==> src/design/cdq_pkg.sv <==
// Shared types, constants and index helpers for the circular deque.
`timescale 1ns / 1ps

package cdq_pkg;

  localparam int DEPTH  = 16;
  localparam int IDX_W  = $clog2(DEPTH);
  localparam int DATA_W = 32;
  localparam int FUNC_W = 3;
  localparam int STAT_W = 2;

  typedef logic [IDX_W-1:0]  idx_t;
  typedef logic [DATA_W-1:0] data_t;

  typedef enum logic [FUNC_W-1:0] {
    FN_PUSH_FRONT = 3'd0,
    FN_PUSH_BACK  = 3'd1,
    FN_POP_FRONT  = 3'd2,
    FN_POP_BACK   = 3'd3,
    FN_SHOW       = 3'd4
  } func_e;

  typedef enum logic [STAT_W-1:0] {
    STAT_OK        = 2'd0,
    STAT_OVERFLOW  = 2'd1,
    STAT_UNDERFLOW = 2'd2,
    STAT_EMPTY     = 2'd3
  } status_e;

  typedef enum logic [1:0] {
    S_IDLE,
    S_EXEC,
    S_POP,
    S_SHOW
  } state_e;

  function automatic idx_t idx_next(input idx_t i);
    return (i == idx_t'(DEPTH - 1)) ? '0 : i + idx_t'(1);
  endfunction

  function automatic idx_t idx_prev(input idx_t i);
    return (i == '0) ? idx_t'(DEPTH - 1) : i - idx_t'(1);
  endfunction

endpackage

==> src/design/cdq_ram.sv <==
// Generic single-port-write, single-port-read RAM with registered read data.
`timescale 1ns / 1ps

module cdq_ram #(
  parameter int WIDTH = 32,
  parameter int DEPTH = 16
) (
  input  logic                     clk_i,
  input  logic                     we_i,
  input  logic [$clog2(DEPTH)-1:0] waddr_i,
  input  logic [WIDTH-1:0]         wdata_i,
  input  logic                     re_i,
  input  logic [$clog2(DEPTH)-1:0] raddr_i,
  output logic [WIDTH-1:0]         rdata_o
);

  logic [WIDTH-1:0] mem_q [DEPTH];
  logic [WIDTH-1:0] rdata_q;

  always_ff @(posedge clk_i) begin
    if (we_i) begin
      mem_q[waddr_i] <= wdata_i;
    end
    if (re_i) begin
      rdata_q <= mem_q[raddr_i];
    end
  end

  assign rdata_o = rdata_q;

endmodule

==> src/design/circular_deque.sv <==
// Top level of the double-ended queue: control sequencer, output register and store.
//
//   channel  | dir | tdata         | tuser              | tlast
//   s_axis   | in  | value [31:0]  | func [2:0]         | -
//   m_axis   | out | data [31:0]   | status [1:0]       | last result of the item
//
// One item at a time. Push: accept, then store write. Pop: accept, store read,
// result. Show: accept, then one result per listed element, each read in turn
// through the single read port of the store. Undefined func codes: accept, no result.
// Reset empties the queue at once; the store itself is not cleared.
// A stalled output holds the sequencer; a new item is taken while a result waits.
`timescale 1ns / 1ps

module circular_deque (
  input  logic        clk_i,
  input  logic        rst_ni,
  input  logic        s_axis_tvalid,
  output logic        s_axis_tready,
  input  logic [31:0] s_axis_tdata,   // value[31:0]
  input  logic [2:0]  s_axis_tuser,   // func[2:0]
  output logic        m_axis_tvalid,
  input  logic        m_axis_tready,
  output logic [31:0] m_axis_tdata,   // data[31:0]
  output logic [1:0]  m_axis_tuser,   // status[1:0]
  output logic        m_axis_tlast
);

  cdq_pkg::state_e  state_q, state_d;
  cdq_pkg::func_e   func_q, func_d;
  cdq_pkg::data_t   value_q, value_d;
  cdq_pkg::idx_t    head_q, head_d;
  cdq_pkg::idx_t    tail_q, tail_d;
  cdq_pkg::idx_t    walk_q, walk_d;
  logic             holds_q, holds_d;

  logic             out_valid_q, out_valid_d;
  cdq_pkg::status_e out_status_q, out_status_d;
  cdq_pkg::data_t   out_data_q, out_data_d;
  logic             out_last_q, out_last_d;

  logic             out_free;
  logic             full;
  logic             emit;
  cdq_pkg::status_e res_status;
  cdq_pkg::data_t   res_data;
  logic             res_last;

  logic             ram_we;
  cdq_pkg::idx_t    ram_waddr;
  logic             ram_re;
  cdq_pkg::idx_t    ram_raddr;
  cdq_pkg::data_t   ram_rdata;

  assign out_free = !out_valid_q || m_axis_tready;
  assign full     = holds_q && (head_q == cdq_pkg::idx_next(tail_q));

  always_ff @(posedge clk_i or negedge rst_ni) begin
    if (!rst_ni) begin
      state_q     <= cdq_pkg::S_IDLE;
      head_q      <= '0;
      tail_q      <= '0;
      holds_q     <= 1'b0;
      out_valid_q <= 1'b0;
    end else begin
      state_q     <= state_d;
      head_q      <= head_d;
      tail_q      <= tail_d;
      holds_q     <= holds_d;
      out_valid_q <= out_valid_d;
    end
  end

  always_ff @(posedge clk_i) begin
    func_q       <= func_d;
    value_q      <= value_d;
    walk_q       <= walk_d;
    out_status_q <= out_status_d;
    out_data_q   <= out_data_d;
    out_last_q   <= out_last_d;
  end

  always_comb begin
    state_d       = state_q;
    func_d        = func_q;
    value_d       = value_q;
    head_d        = head_q;
    tail_d        = tail_q;
    holds_d       = holds_q;
    walk_d        = walk_q;
    s_axis_tready = 1'b0;
    emit          = 1'b0;
    res_status    = cdq_pkg::STAT_OK;
    res_data      = '0;
    res_last      = 1'b1;
    ram_we        = 1'b0;
    ram_waddr     = '0;
    ram_re        = 1'b0;
    ram_raddr     = '0;

    unique case (state_q)
      cdq_pkg::S_IDLE: begin
        s_axis_tready = 1'b1;
        if (s_axis_tvalid) begin
          func_d  = cdq_pkg::func_e'(s_axis_tuser);
          value_d = s_axis_tdata;
          state_d = cdq_pkg::S_EXEC;
        end
      end
      cdq_pkg::S_EXEC: begin
        case (func_q) inside
          cdq_pkg::FN_PUSH_FRONT, cdq_pkg::FN_PUSH_BACK: begin
            if (out_free) begin
              emit    = 1'b1;
              state_d = cdq_pkg::S_IDLE;
              if (full) begin
                res_status = cdq_pkg::STAT_OVERFLOW;
              end else begin
                ram_we  = 1'b1;
                holds_d = 1'b1;
                if (!holds_q) begin
                  head_d    = '0;
                  tail_d    = '0;
                  ram_waddr = '0;
                end else if (func_q == cdq_pkg::FN_PUSH_FRONT) begin
                  head_d    = cdq_pkg::idx_prev(head_q);
                  ram_waddr = cdq_pkg::idx_prev(head_q);
                end else begin
                  tail_d    = cdq_pkg::idx_next(tail_q);
                  ram_waddr = cdq_pkg::idx_next(tail_q);
                end
              end
            end
          end
          cdq_pkg::FN_POP_FRONT, cdq_pkg::FN_POP_BACK: begin
            if (!holds_q) begin
              if (out_free) begin
                emit       = 1'b1;
                res_status = cdq_pkg::STAT_UNDERFLOW;
                state_d    = cdq_pkg::S_IDLE;
              end
            end else begin
              ram_re    = 1'b1;
              ram_raddr = (func_q == cdq_pkg::FN_POP_FRONT) ? head_q : tail_q;
              state_d   = cdq_pkg::S_POP;
              if (head_q == tail_q) begin
                head_d  = '0;
                tail_d  = '0;
                holds_d = 1'b0;
              end else if (func_q == cdq_pkg::FN_POP_FRONT) begin
                head_d = cdq_pkg::idx_next(head_q);
              end else begin
                tail_d = cdq_pkg::idx_prev(tail_q);
              end
            end
          end
          cdq_pkg::FN_SHOW: begin
            if (!holds_q) begin
              if (out_free) begin
                emit       = 1'b1;
                res_status = cdq_pkg::STAT_EMPTY;
                state_d    = cdq_pkg::S_IDLE;
              end
            end else begin
              ram_re    = 1'b1;
              ram_raddr = head_q;
              walk_d    = head_q;
              state_d   = cdq_pkg::S_SHOW;
            end
          end
          default: begin
            state_d = cdq_pkg::S_IDLE;
          end
        endcase
      end
      cdq_pkg::S_POP: begin
        if (out_free) begin
          emit     = 1'b1;
          res_data = ram_rdata;
          state_d  = cdq_pkg::S_IDLE;
        end
      end
      cdq_pkg::S_SHOW: begin
        if (out_free) begin
          emit     = 1'b1;
          res_data = ram_rdata;
          res_last = (walk_q == tail_q);
          if (walk_q == tail_q) begin
            state_d = cdq_pkg::S_IDLE;
          end else begin
            walk_d    = cdq_pkg::idx_next(walk_q);
            ram_re    = 1'b1;
            ram_raddr = cdq_pkg::idx_next(walk_q);
          end
        end
      end
      default: begin
        state_d = cdq_pkg::S_IDLE;
      end
    endcase
  end

  always_comb begin
    out_valid_d  = out_valid_q;
    out_status_d = out_status_q;
    out_data_d   = out_data_q;
    out_last_d   = out_last_q;
    if (emit) begin
      out_valid_d  = 1'b1;
      out_status_d = res_status;
      out_data_d   = res_data;
      out_last_d   = res_last;
    end else if (m_axis_tready) begin
      out_valid_d = 1'b0;
    end
  end

  cdq_ram #(
    .WIDTH (cdq_pkg::DATA_W),
    .DEPTH (cdq_pkg::DEPTH)
  ) u_store (
    .clk_i   (clk_i),
    .we_i    (ram_we),
    .waddr_i (ram_waddr),
    .wdata_i (value_q),
    .re_i    (ram_re),
    .raddr_i (ram_raddr),
    .rdata_o (ram_rdata)
  );

  assign m_axis_tvalid = out_valid_q;
  assign m_axis_tdata  = out_data_q;
  assign m_axis_tuser  = out_status_q;
  assign m_axis_tlast  = out_last_q;

endmodule

==> config.mk <==
export PLATFORM = sky130hd
export DESIGN_NAME = circular_deque
export DESIGN_NICKNAME = d
export VERILOG_FILES = /design/src/design/cdq_pkg.sv /design/src/design/cdq_ram.sv /design/src/design/circular_deque.sv
export SDC_FILE = /design/constraint.sdc
export NUM_CORES = 1
export LEC_CHECK = 0
export BUFFER_PORTS_ARGS = -buffer_cell sky130_fd_sc_hd__clkbuf_2
export CAP_MARGIN = 10
export CORE_MARGIN = 2
export CORE_UTILIZATION = 60
export DETAILED_ROUTE_END_ITERATION = 6
export GPL_ROUTABILITY_DRIVEN = 0
export HOLD_SLACK_MARGIN = 0.12
export PLACE_DENSITY_LB_ADDON = 0.12
export SLEW_MARGIN = 25
export SYNTH_ARGS = -nofsm -noshare
export SYNTH_HDL_FRONTEND = slang
export SYNTH_SLANG_ARGS = --single-unit
==> constraint.sdc <==
create_clock -name clk_i -period 5.91 [get_ports clk_i]
set_input_delay 1.773 -clock clk_i [delete_from_list [all_inputs] [get_ports clk_i]]
set_output_delay 1.773 -clock clk_i [all_outputs]
set_load 0.05 [all_outputs]
==> run_results.csv, run 1 <==
group,metric,value,unit
global_route,track_usage,26.24,%
run_status,outcome,"finished with violations",
placement,placed_area,25720,sq um
critical_path,cp_top_family,"simple AND/OR/NAND/NOR gates",
floorplanning,dieArea,42290,sq um
power_and_ir_drop,ir_worst_vdd,0.3824,mV
sta,fmax,0.2339,GHz
logic_synthesis,synthTopCellsByArea,"edfxtp_1, mux2i_1, o22ai_1",
critical_path,worstRegToRegCells,8,
critical_path,crit_path_top_delay_cell,"o22ai_4",
detailed_routing,drt_iter0_drc,1314,
floorplanning,core,39910,sq um
sta,fin_ws,1.635,ns
logic_synthesis,syn_nets,1408,
detailed_routing,viasPerCell,6.307,
clock_tree,cts_tree,"yes",
placement,dp_hpwl,29.83,mm
run,max-cap-violations,0,
logic_synthesis,ys_ff_latch,630,
floorplanning,die_x,205.6,um
logic_synthesis,syn_avg_cell_area,17.89,sq um
clock_tree,cts_resized,0,
logic_synthesis,syn_inst,1364,
critical_path,end_kind,"flop",
logic_synthesis,seq_area_frac_synth,77.30,%
detailed_routing,wl,54.38,mm
finish,fillers,2564,
power_and_ir_drop,powerDensity,450.1,nW/um^2
logic_synthesis,synth_edf_count,618,
critical_path,crit_path_max_fanout,29,
logic_synthesis,yosysTopAreaCell,"edfxtp_1",
run_status,violations,"design-rule violations",
clock_tree,numCtsBuffers,60,
critical_path,cpPeakStageDelay,0.59,ns
logic_synthesis,synth.distinct_cells,61,
critical_path,ff2ff_setup_slack,2.00,ns
critical_path,path_cells,"clkbuf_2, nand2b_2, nand2_1, o22ai_4, buf_4, mux2i_1, o22ai_1, or4_1",
clock_tree,root_buffer,"clkbuf_16",
clock_tree,worstSkewPairLatency,0.62,ns
sta,finalCriticalPeriod,4.275,ns
critical_path,required,6.27,ns
placement,dpl_worst_slack,1.030,ns
worst_hold_path,hp-class,"flop to flop",
floorplanning,io_pins,76,
worst_hold_path,min_from,"u_store.rdata_o[29]$_DFFE_PP_",
finish,drive_above_1_share,16.21,%
sta,fin_setup_tns,0,ns
global_route,grt_max_degree,74,
floorplanning,start_util,61.12,%
detailed_routing,ant_nets,0,
critical_path,worstReg2RegEnd,"u_store.mem_q[13][24]$_DFFE_PP_",
logic_synthesis,synth_ff_type,"edfxtp_1",
detailed_routing,avgRoutedWirePerCell,26.62,um
critical_path,arrival,4.64,ns
global_route,grt_first_pass_wirelength,79.88,mm
clock_tree,path_clk_slew,0.06,ns
power_and_ir_drop,clkPwrFrac,30.3,%
global_route,grt_pass1_vias,12668,
clock_tree,cts_max_level,2,
critical_path,crit_buf_inv,2,
finish,stdcell_area,27660,sq um
critical_path,timing.rr.start,"tail_q[2]$_DFFE_PN0P_",
finish,layout.nets,1512,
power_and_ir_drop,pwr-share-comb,21.5,%
sta,rsz0062_at_grt,"no",
power_and_ir_drop,pwr-share-seq,48.2,%
global_route,antenna_found_initial,2,
detailed_routing,drc_errors,2,
placement,io_buffers,75,
critical_path,crit_type,"primary input to flop",
floorplanning,num_rows,73,
global_route,grt_overflow_total,0,
clock_tree,cts_buffer_depth,3,
sta,hold_violations,0,
power_and_ir_drop,p_leak,8.834,nW
sta,tightest_slew,0.9779,ns
power_and_ir_drop,sw_frac_of_total,30.08,%
sta,fin_crit_sh,72.34,%
sta,maxSlewViolCount,0,
sta,setup_viol,0,
clock_tree,post-cts-setup-buffers,0,
worst_hold_path,whs_path_depth,1,
power_and_ir_drop,switchingPower,3.745,mW
floorplanning,die_y,205.6,um
logic_synthesis,async_reset_ff_share,1.905,%
critical_path,startpoint_type,"primary input",
detailed_routing,vias,12886,
finish,diodes,0,
logic_synthesis,yosys_warnings,0,
logic_synthesis,netlist.area_leader.share,76.07,%
clock_tree,cts.sinks,630,
logic_synthesis,synth_area,24400,sq um
sta,fin_skew,0.02704,ns
detailed_routing,dr.pass1.iters,7,
finish,areaGrowthSynthToFinish,13.38,%
sta,slew_headroom,34.22,%
worst_hold_path,holdPathEnd,"m_axis_tdata[29]$_SDFFCE_PN0P_",
clock_tree,cts_hold_buf,0,
power_and_ir_drop,internal_power,8.704,mW
-- synthesized netlist by cell type (all sizes together) (3+ instances only) --
cell type	n
clkbuf	18
buf	60
edfxtp	618
and2	3
o31ai	3
o22ai	133
nand4	6
nand3	9
a31oi	5
o21ai	10
nand3b	6
nand2	24
a21o	6
and3	34
mux2i	258
o211ai	3
ha	5
xnor2	9
a32oi	4
a21oi	17
nor2	33
dfrtp	12
nor3	3
or4	33
xor2	5
or2	3
inv	8
nor2b	5
-- placed cells by master, fill, tap and decap left out, drive strengths merged, types with 3 or more instances in the layout --
cell and instances:
a32oi 4, nand3b 6, o21ai 10, edfxtp 618
inv 11, clkbuf 149, bufinv 7, and3 34
mux2i 258, clkinv 26, a31oi 5, o211ai 3
buf 45, dfrtp 12, or2 3, and2 3
or4 33, o31ai 3, ha 5, nand4 6
a21oi 17, nand3 9, nor2 33, a21o 6
o22ai 133, nand2 24, nor3 3, xor2 5
nor2b 5, xnor2 9
-- area by class of cell --
type	instances	area (sq um)	area share, %
inverter	8	30.03	0.1086
multi-input combinational	648	5271	19.06
tap	525	656.9	2.375
clock inverter	38	367.9	1.330
timing repair buffer	120	900.9	3.257
sequential	630	18860	68.18
clock buffer	74	1575	5.695
-- per-stage QoR --
stage,cells,power [mW],util (%),hold WS [ns]
2_1_floorplan,1364,7.875,-,0.5279
3_3_place_gp,1931,8.674,64.43,0.5366
3_5_place_dp,1931,8.750,64.43,0.5360
4_1_cts,2043,12.50,69.30,0.5502
5_1_grt,2043,12.90,69.30,0.5750
6_report,2043,12.45,69.30,0.5484
-- power by group through the flow --
stage | clock [mW] | sequential [mW] | combinational (mW)
floorplan | 0 | 6.20 | 1.67
global placement | 0 | 6.06 | 2.62
detailed placement | 0 | 6.09 | 2.66
CTS | 3.83 | 5.99 | 2.67
global route | 4.00 | 6.05 | 2.85
finish | 3.78 | 6.00 | 2.67
-- routing by layer --
layer	vias to the layer above	global-route usage (%)	share of wire, %
li1	5720	-	-
met1	6557	38.07	42
met2	536	42.56	49
met3	73	3.405	7.1
met4	0	7.040	1.8
met5	-	0	0
-- state kept, by name, indices dropped and copies added (netlist names), 2 cells and up --
| signal | flops |
|---|---|
| tail_q | 4 |
| value_q | 32 |
| u_store.rdata_o | 32 |
| m_axis_tuser | 2 |
| u_store.mem_q | 512 |
| head_q | 4 |
| state_q | 2 |
| m_axis_tdata | 32 |
| walk_q | 4 |
| func_q | 3 |
-- cell families after synthesis --
| kind of cell | Yosys count | synth area share [%] |
|---|---|---|
| multiplexers | 260 | 10.68 |
| XOR/XNOR | 14 | 0.5026 |
| buffers and inverters | 86 | 1.800 |
| adder cells (fa/ha/maj) | 5 | 0.2564 |
| AND/OR/NAND/NOR | 169 | 4.057 |
| AO/OA/AOI/OAI | 200 | 5.406 |
| flip-flops | 630 | 77.30 |
-- worst max path at each step --
stage | cells after the start | endpoint | from | slack (ns)
floorplan | 7 | u_store.mem_q[13][0]$_DFFE_PP_ | m_axis_tready | 1.06
global placement | 8 | u_store.rdata_o[23]$_DFFE_PP_ | m_axis_tready | 1.06
detailed placement | 8 | u_store.rdata_o[11]$_DFFE_PP_ | m_axis_tready | 1.03
CTS | 8 | u_store.rdata_o[6]$_DFFE_PP_ | m_axis_tready | 1.61
global route | 8 | u_store.rdata_o[15]$_DFFE_PP_ | m_axis_tready | 1.47
finish | 8 | u_store.rdata_o[6]$_DFFE_PP_ | m_axis_tready | 1.63
Note: power is estimated with default switching activity, not from simulation.
==> run 2, diff against run 1 <==
Clock period 5.91 ns to 4.3 ns, I/O delays scaled along.
==> run_results.csv, run 2 (synthesis results as in run 1) <==
group,metric,value,unit
critical_path,arrival,3.95,ns
detailed_routing,dr.pass1.iters,7,
clock_tree,cts_max_level,2,
sta,finalCriticalPeriod,3.663,ns
global_route,antenna_found_initial,0,
clock_tree,numCtsBuffers,59,
floorplanning,die_x,205.6,um
detailed_routing,viasPerCell,6.305,
finish,final_cell_mix,"edfxtp_1, mux2i_1, o22ai_1, clkbuf_2, clkbuf_16",
sta,fin_ws,0.6370,ns
floorplanning,num_rows,73,
power_and_ir_drop,p_total,17.23,mW
critical_path,worstRegToRegCells,9,
clock_tree,cts_buffer_depth,3,
clock_tree,cts_hold_buf,0,
global_route,grt_max_degree,49,
run,max-cap-violations,0,
finish,largest_reg_flops,512,
detailed_routing,drc_errors,0,
sta,rsz0062_at_grt,"no",
power_and_ir_drop,pwr-share-seq,47.9,%
clock_tree,worstSkewPairLatency,0.61,ns
sta,hold_violations,0,
clock_tree,root_buffer,"clkbuf_16",
placement,io_buffers,75,
clock_tree,cts_tree,"yes",
finish,drive_above_1_share,16.86,%
clock_tree,post-cts-setup-buffers,0,
detailed_routing,ant_nets,0,
power_and_ir_drop,internal_power,12.08,mW
critical_path,end_kind,"flop",
sta,fin_skew,0.02992,ns
power_and_ir_drop,sw_frac_of_total,29.88,%
clock_tree,path_clk_slew,0.06,ns
detailed_routing,avgRoutedWirePerCell,26.08,um
floorplanning,start_util,61.12,%
sta,fin_crit_sh,85.19,%
sta,fmax,0.2730,GHz
floorplanning,die_y,205.6,um
critical_path,startpoint_type,"flop",
detailed_routing,drt_iter0_drc,1469,
finish,layout.nets,1534,
floorplanning,core,39910,sq um
power_and_ir_drop,powerDensity,619.0,nW/um^2
power_and_ir_drop,pwr-share-comb,22.0,%
critical_path,required,4.59,ns
critical_path,cpPeakStageDelay,0.82,ns
detailed_routing,wl,53.74,mm
finish,areaGrowthSynthToFinish,14.07,%
sta,setup_viol,0,
placement,dpl_worst_slack,0.4593,ns
run_status,outcome,"complete, no violations",
finish,top_register,"u_store.mem_q",
finish,diodes,0,
sta,maxSlewViolCount,0,
detailed_routing,vias,12995,
finish,final_common_cell,"edfxtp_1",
worst_hold_path,whs_path_depth,1,
critical_path,crit_type,"flop to flop",
floorplanning,io_pins,76,
global_route,grt_overflow_total,0,
clock_tree,cts.sinks,630,
sta,fin_setup_tns,0,ns
global_route,track_usage,26.07,%
critical_path,path_cells,"ha_1, xor2_1, or2_2, a211oi_1, o21ai_2, and3b_1, and3_1, nor2_4, buf_4",
finish,fillers,2491,
global_route,grt_pass1_vias,12720,
power_and_ir_drop,p_leak,8.946,nW
clock_tree,cts_resized,0,
sta,timing.hold.ws,0.5514,ns
sta,slew_headroom,29.93,%
floorplanning,dieArea,42290,sq um
global_route,grt_first_pass_wirelength,80.03,mm
worst_hold_path,hp-class,"flop to flop",
power_and_ir_drop,switchingPower,5.148,mW
critical_path,crit_path_max_fanout,23,
power_and_ir_drop,ir_worst_vdd,0.4603,mV
finish,final_core_util,69.72,%
placement,dp_hpwl,31.36,mm
sta,tightest_slew,1.049,ns
critical_path,crit_path_top_delay_cell,"nor2_4",
power_and_ir_drop,clkPwrFrac,30.1,%
[run 2: worst paths after layout]
path                                                        to  slack (ns)                           from
worst max-delay path            u_store.mem_q[0][24]$_DFFE_PP_        0.64          tail_q[1]$_DFFE_PN0P_
worst min-delay path            m_axis_tdata[28]$_SDFFCE_PN0P_        0.55  u_store.rdata_o[28]$_DFFE_PP_
worst max register to register  u_store.mem_q[0][24]$_DFFE_PP_        0.64          tail_q[1]$_DFFE_PN0P_
worst min register to register  m_axis_tdata[28]$_SDFFCE_PN0P_        0.55  u_store.rdata_o[28]$_DFFE_PP_
max in group asynchronous            m_axis_tvalid$_DFFE_PN0P_        3.45                         rst_ni
min in group asynchronous                  holds_q$_DFFE_PN0P_        0.58                         rst_ni
[run 2: final cells by class]
type                    count  area (sq um)  area share [%]
flip-flops and latches    630         18860           67.77
multi-input cells         648          5271           18.94
clock buffers              70          1560           5.607
repair buffers            143          1086           3.903
well taps                 525         656.9           2.361
clock inverters            37         365.4           1.313
inverters                   8         30.03          0.1079
[run 2: metrics by stage]
stage | instances | instance area [sq um]
3_3_place_gp | 1953 | 25880
4_1_cts | 2060 | 27810
5_1_grt | 2061 | 27830
6_report | 2061 | 27830
2_1_floorplan | 1364 | 24400
3_5_place_dp | 1953 | 25880
[run 2: critical path: cells and delay by family, from the launching register on]
family	cells	cell delay, ns
adders and majority gates	1	0.29
DFF	1	0.49
AOI/OAI and AO/OA	2	0.40
and+or+nand+nor	4	1.60
buffers and inverters	1	0.35
xor gates and xnor gates	1	0.19
[run 2: metal layers]
| layer | global-route usage, % | wire [um] | vias up |
|---|---|---|---|
| li1 | - | - | 5754 |
| met1 | 38.59 | 22930 | 6593 |
| met2 | 40.55 | 25290 | 564 |
| met3 | 4.672 | 4363 | 84 |
| met4 | 6.860 | 1157 | 0 |
| met5 | 0 | 0 | - |
[run 2: power by group through the flow]
stage | clock [mW] | combinational, mW | sequential, mW
5_1_grt | 5.47 | 4.04 | 8.33
2_1_floorplan | 0 | 2.30 | 8.52
4_1_cts | 5.24 | 3.75 | 8.25
6_report | 5.19 | 3.78 | 8.26
3_5_place_dp | 0 | 3.73 | 8.38
3_3_place_gp | 0 | 3.67 | 8.34
==> run 3, diff against run 2 <==
--- a/config.mk
+++ b/config.mk
@@ -7,2 +7,3 @@
 export LEC_CHECK = 0
+export ABC_AREA = 1
 export BUFFER_PORTS_ARGS = -buffer_cell sky130_fd_sc_hd__clkbuf_2
--- a/constraint.sdc
+++ b/constraint.sdc
@@ -3,2 +3,2 @@
 set_output_delay 1.29 -clock clk_i [all_outputs]
-set_load 0.05 [all_outputs]
+set_load 0.01 [all_outputs]
==> run_results.csv, run 3 <==
group,metric,value,unit
run_status,outcome,"complete, no violations",
sta,fin_ws,0.7651,ns
sta,fin_crit_sh,82.21,%
placement,dpl_worst_slack,0.5217,ns
logic_synthesis,synth.most_common_cell,"nand2_1",
floorplanning,start_util,60.95,%
global_route,grt_pass1_vias,17204,
finish,diodes,0,
finish,top_register,"u_store.mem_q",
clock_tree,path_clk_slew,0.06,ns
sta,slew_headroom,29.76,%
clock_tree,numCtsBuffers,61,
logic_synthesis,synth_ff_type,"edfxtp_1",
power_and_ir_drop,ir_worst_vdd,0.3784,mV
floorplanning,die_y,216.4,um
finish,largest_reg_flops,512,
sta,setup_viol,0,
finish,drive_above_1_share,9.694,%
run,max-cap-violations,0,
critical_path,required,4.63,ns
logic_synthesis,yosysTopAreaCell,"edfxtp_1",
sta,hold_violations,0,
critical_path,path_cells,"ha_1, nand2_1, inv_1, o21ai_0, nand2_1, nand2_1, nand2_1, nand3b_1, nand4_1, nor2_4, buf_12",
clock_tree,root_buffer,"clkbuf_16",
worst_hold_path,hp-class,"flop to flop",
logic_synthesis,syn_nets,2527,
logic_synthesis,syn_avg_cell_area,10.90,sq um
finish,final_core_util,67.98,%
detailed_routing,avgRoutedWirePerCell,20.26,um
global_route,grt_overflow_total,0,
critical_path,crit_type,"flop to flop",
logic_synthesis,synth_edf_count,618,
floorplanning,core,44410,sq um
clock_tree,cts_max_level,2,
detailed_routing,drt_iter0_drc,2269,
clock_tree,cts_buffer_depth,3,
logic_synthesis,synth_area,27070,sq um
critical_path,startpoint_type,"flop",
detailed_routing,drc_errors,0,
logic_synthesis,syn_inst,2483,
detailed_routing,dr.pass1.iters,5,
finish,final_cell_mix,"edfxtp_1, nand2_1, nand3_1, inv_1, clkbuf_2",
critical_path,cp_top_family,"simple AND/OR/NAND/NOR gates",
detailed_routing,vias,18129,
logic_synthesis,async_reset_ff_share,1.905,%
global_route,grt_first_pass_wirelength,99.39,mm
floorplanning,die_x,216.4,um
critical_path,crit_path_top_delay_cell,"nor2_4",
logic_synthesis,ys_ff_latch,630,
finish,final_common_cell,"edfxtp_1",
floorplanning,dieArea,46830,sq um
sta,rsz0062_at_grt,"no",
clock_tree,post-cts-setup-buffers,0,
sta,fmax,0.2829,GHz
global_route,track_usage,27.84,%
finish,areaGrowthSynthToFinish,11.53,%
global_route,antenna_found_initial,0,
logic_synthesis,netlist.area_leader.share,68.56,%
sta,fin_setup_tns,0,ns
sta,tightest_slew,1.054,ns
detailed_routing,ant_nets,0,
floorplanning,io_pins,76,
detailed_routing,wl,64.24,mm
clock_tree,cts_hold_buf,0,
global_route,grt_max_degree,181,
sta,maxSlewViolCount,0,
sta,fin_skew,0.02134,ns
clock_tree,cts_resized,0,
clock_tree,cts.sinks,630,
clock_tree,cts_tree,"yes",
critical_path,cpPeakStageDelay,0.57,ns
critical_path,crit_buf_inv,2,
sta,finalCriticalPeriod,3.535,ns
logic_synthesis,synth.distinct_cells,37,
placement,io_buffers,75,
detailed_routing,viasPerCell,5.717,
critical_path,end_kind,"flop",
clock_tree,worstSkewPairLatency,0.63,ns
critical_path,crit_path_max_fanout,17,
logic_synthesis,synthTopCellsByArea,"edfxtp_1, nand3_1, nand2_1",
power_and_ir_drop,p_leak,12.18,nW
logic_synthesis,ys_top_cells_by_count,"nand2_1, edfxtp_1, nand3_1",
critical_path,crit_top_cell,"nand2_1",
floorplanning,num_rows,77,
power_and_ir_drop,powerDensity,566.2,nW/um^2
finish,layout.nets,2574,
logic_synthesis,seq_area_frac_synth,69.66,%
placement,dp_hpwl,33.25,mm
logic_synthesis,yosys_warnings,0,
critical_path,arrival,3.86,ns
[run 3: final cells by class]
type,count,area [sq um]
flip-flops and latches,630,18860
fillers,3202,14220
repair buffers,123,1023
inverters,332,1249
clock inverters,36,350.3
well taps,592,740.7
multi-input cells,1382,6366
clock buffers,76,1604
[run 3: worst paths after layout]
kind | start | to | slack, ns | cells after the start
worst min-delay path | u_store.rdata_o[24]$_DFFE_PP_ | m_axis_tdata[24]$_SDFFCE_PN0P_ | 0.54 | 2
worst min register to register | u_store.rdata_o[24]$_DFFE_PP_ | m_axis_tdata[24]$_SDFFCE_PN0P_ | 0.54 | 2
max in group asynchronous | rst_ni | state_q[1]$_DFFE_PN0P_ | 3.48 | 1
worst max-delay path | tail_q[0]$_DFFE_PN0P_ | u_store.mem_q[15][27]$_DFFE_PP_ | 0.77 | 11
worst max register to register | tail_q[0]$_DFFE_PN0P_ | u_store.mem_q[15][27]$_DFFE_PP_ | 0.77 | 11
min in group asynchronous | rst_ni | head_q[1]$_DFFE_PN0P_ | 0.55 | 1
[run 3: worst min-delay path, cell delays in order (launching register included)]
cell	delay, ns
edfxtp_1	0.32
inv_1	0.04
nor2_1	0.08
[run 3: logic make-up after synthesis]
kind of cell / after synthesis / share of synthesized area [%]
flops: 630 / 69.66
simple gates: 1315 / 21.26
buf+inv: 471 / 7.451
compound gates: 52 / 1.072
fa+ha+maj: 5 / 0.2311
xor+xnor: 10 / 0.3235
[run 3: power breakdown]
group	switching, mW	internal, mW	leakage, nW
Sequential	0.470	7.70	5.75
Combinational	2.61	1.10	5.49
Clock	2.27	2.95	0.936
[run 3: per-layer routing]
layer	routed length [um]	global-route usage, %	share of wire (%)
met2	30200	43.63	47
met3	5580	4.112	8.7
met1	26760	40.58	42
met5	0	0	0
met4	1703	9.224	2.7
[run 3: per-stage QoR]
step	cell area (sq um)	cells	power [mW]	hold WS, ns
after CTS	30190	3171	17.14	0.5354
after global routing	30190	3171	17.90	0.5659
after floorplan	27070	2483	10.66	0.5192
final	30190	3171	17.10	0.5439
after detailed placement	28240	3059	11.95	0.5324
after global placement	28240	3059	11.86	0.5238
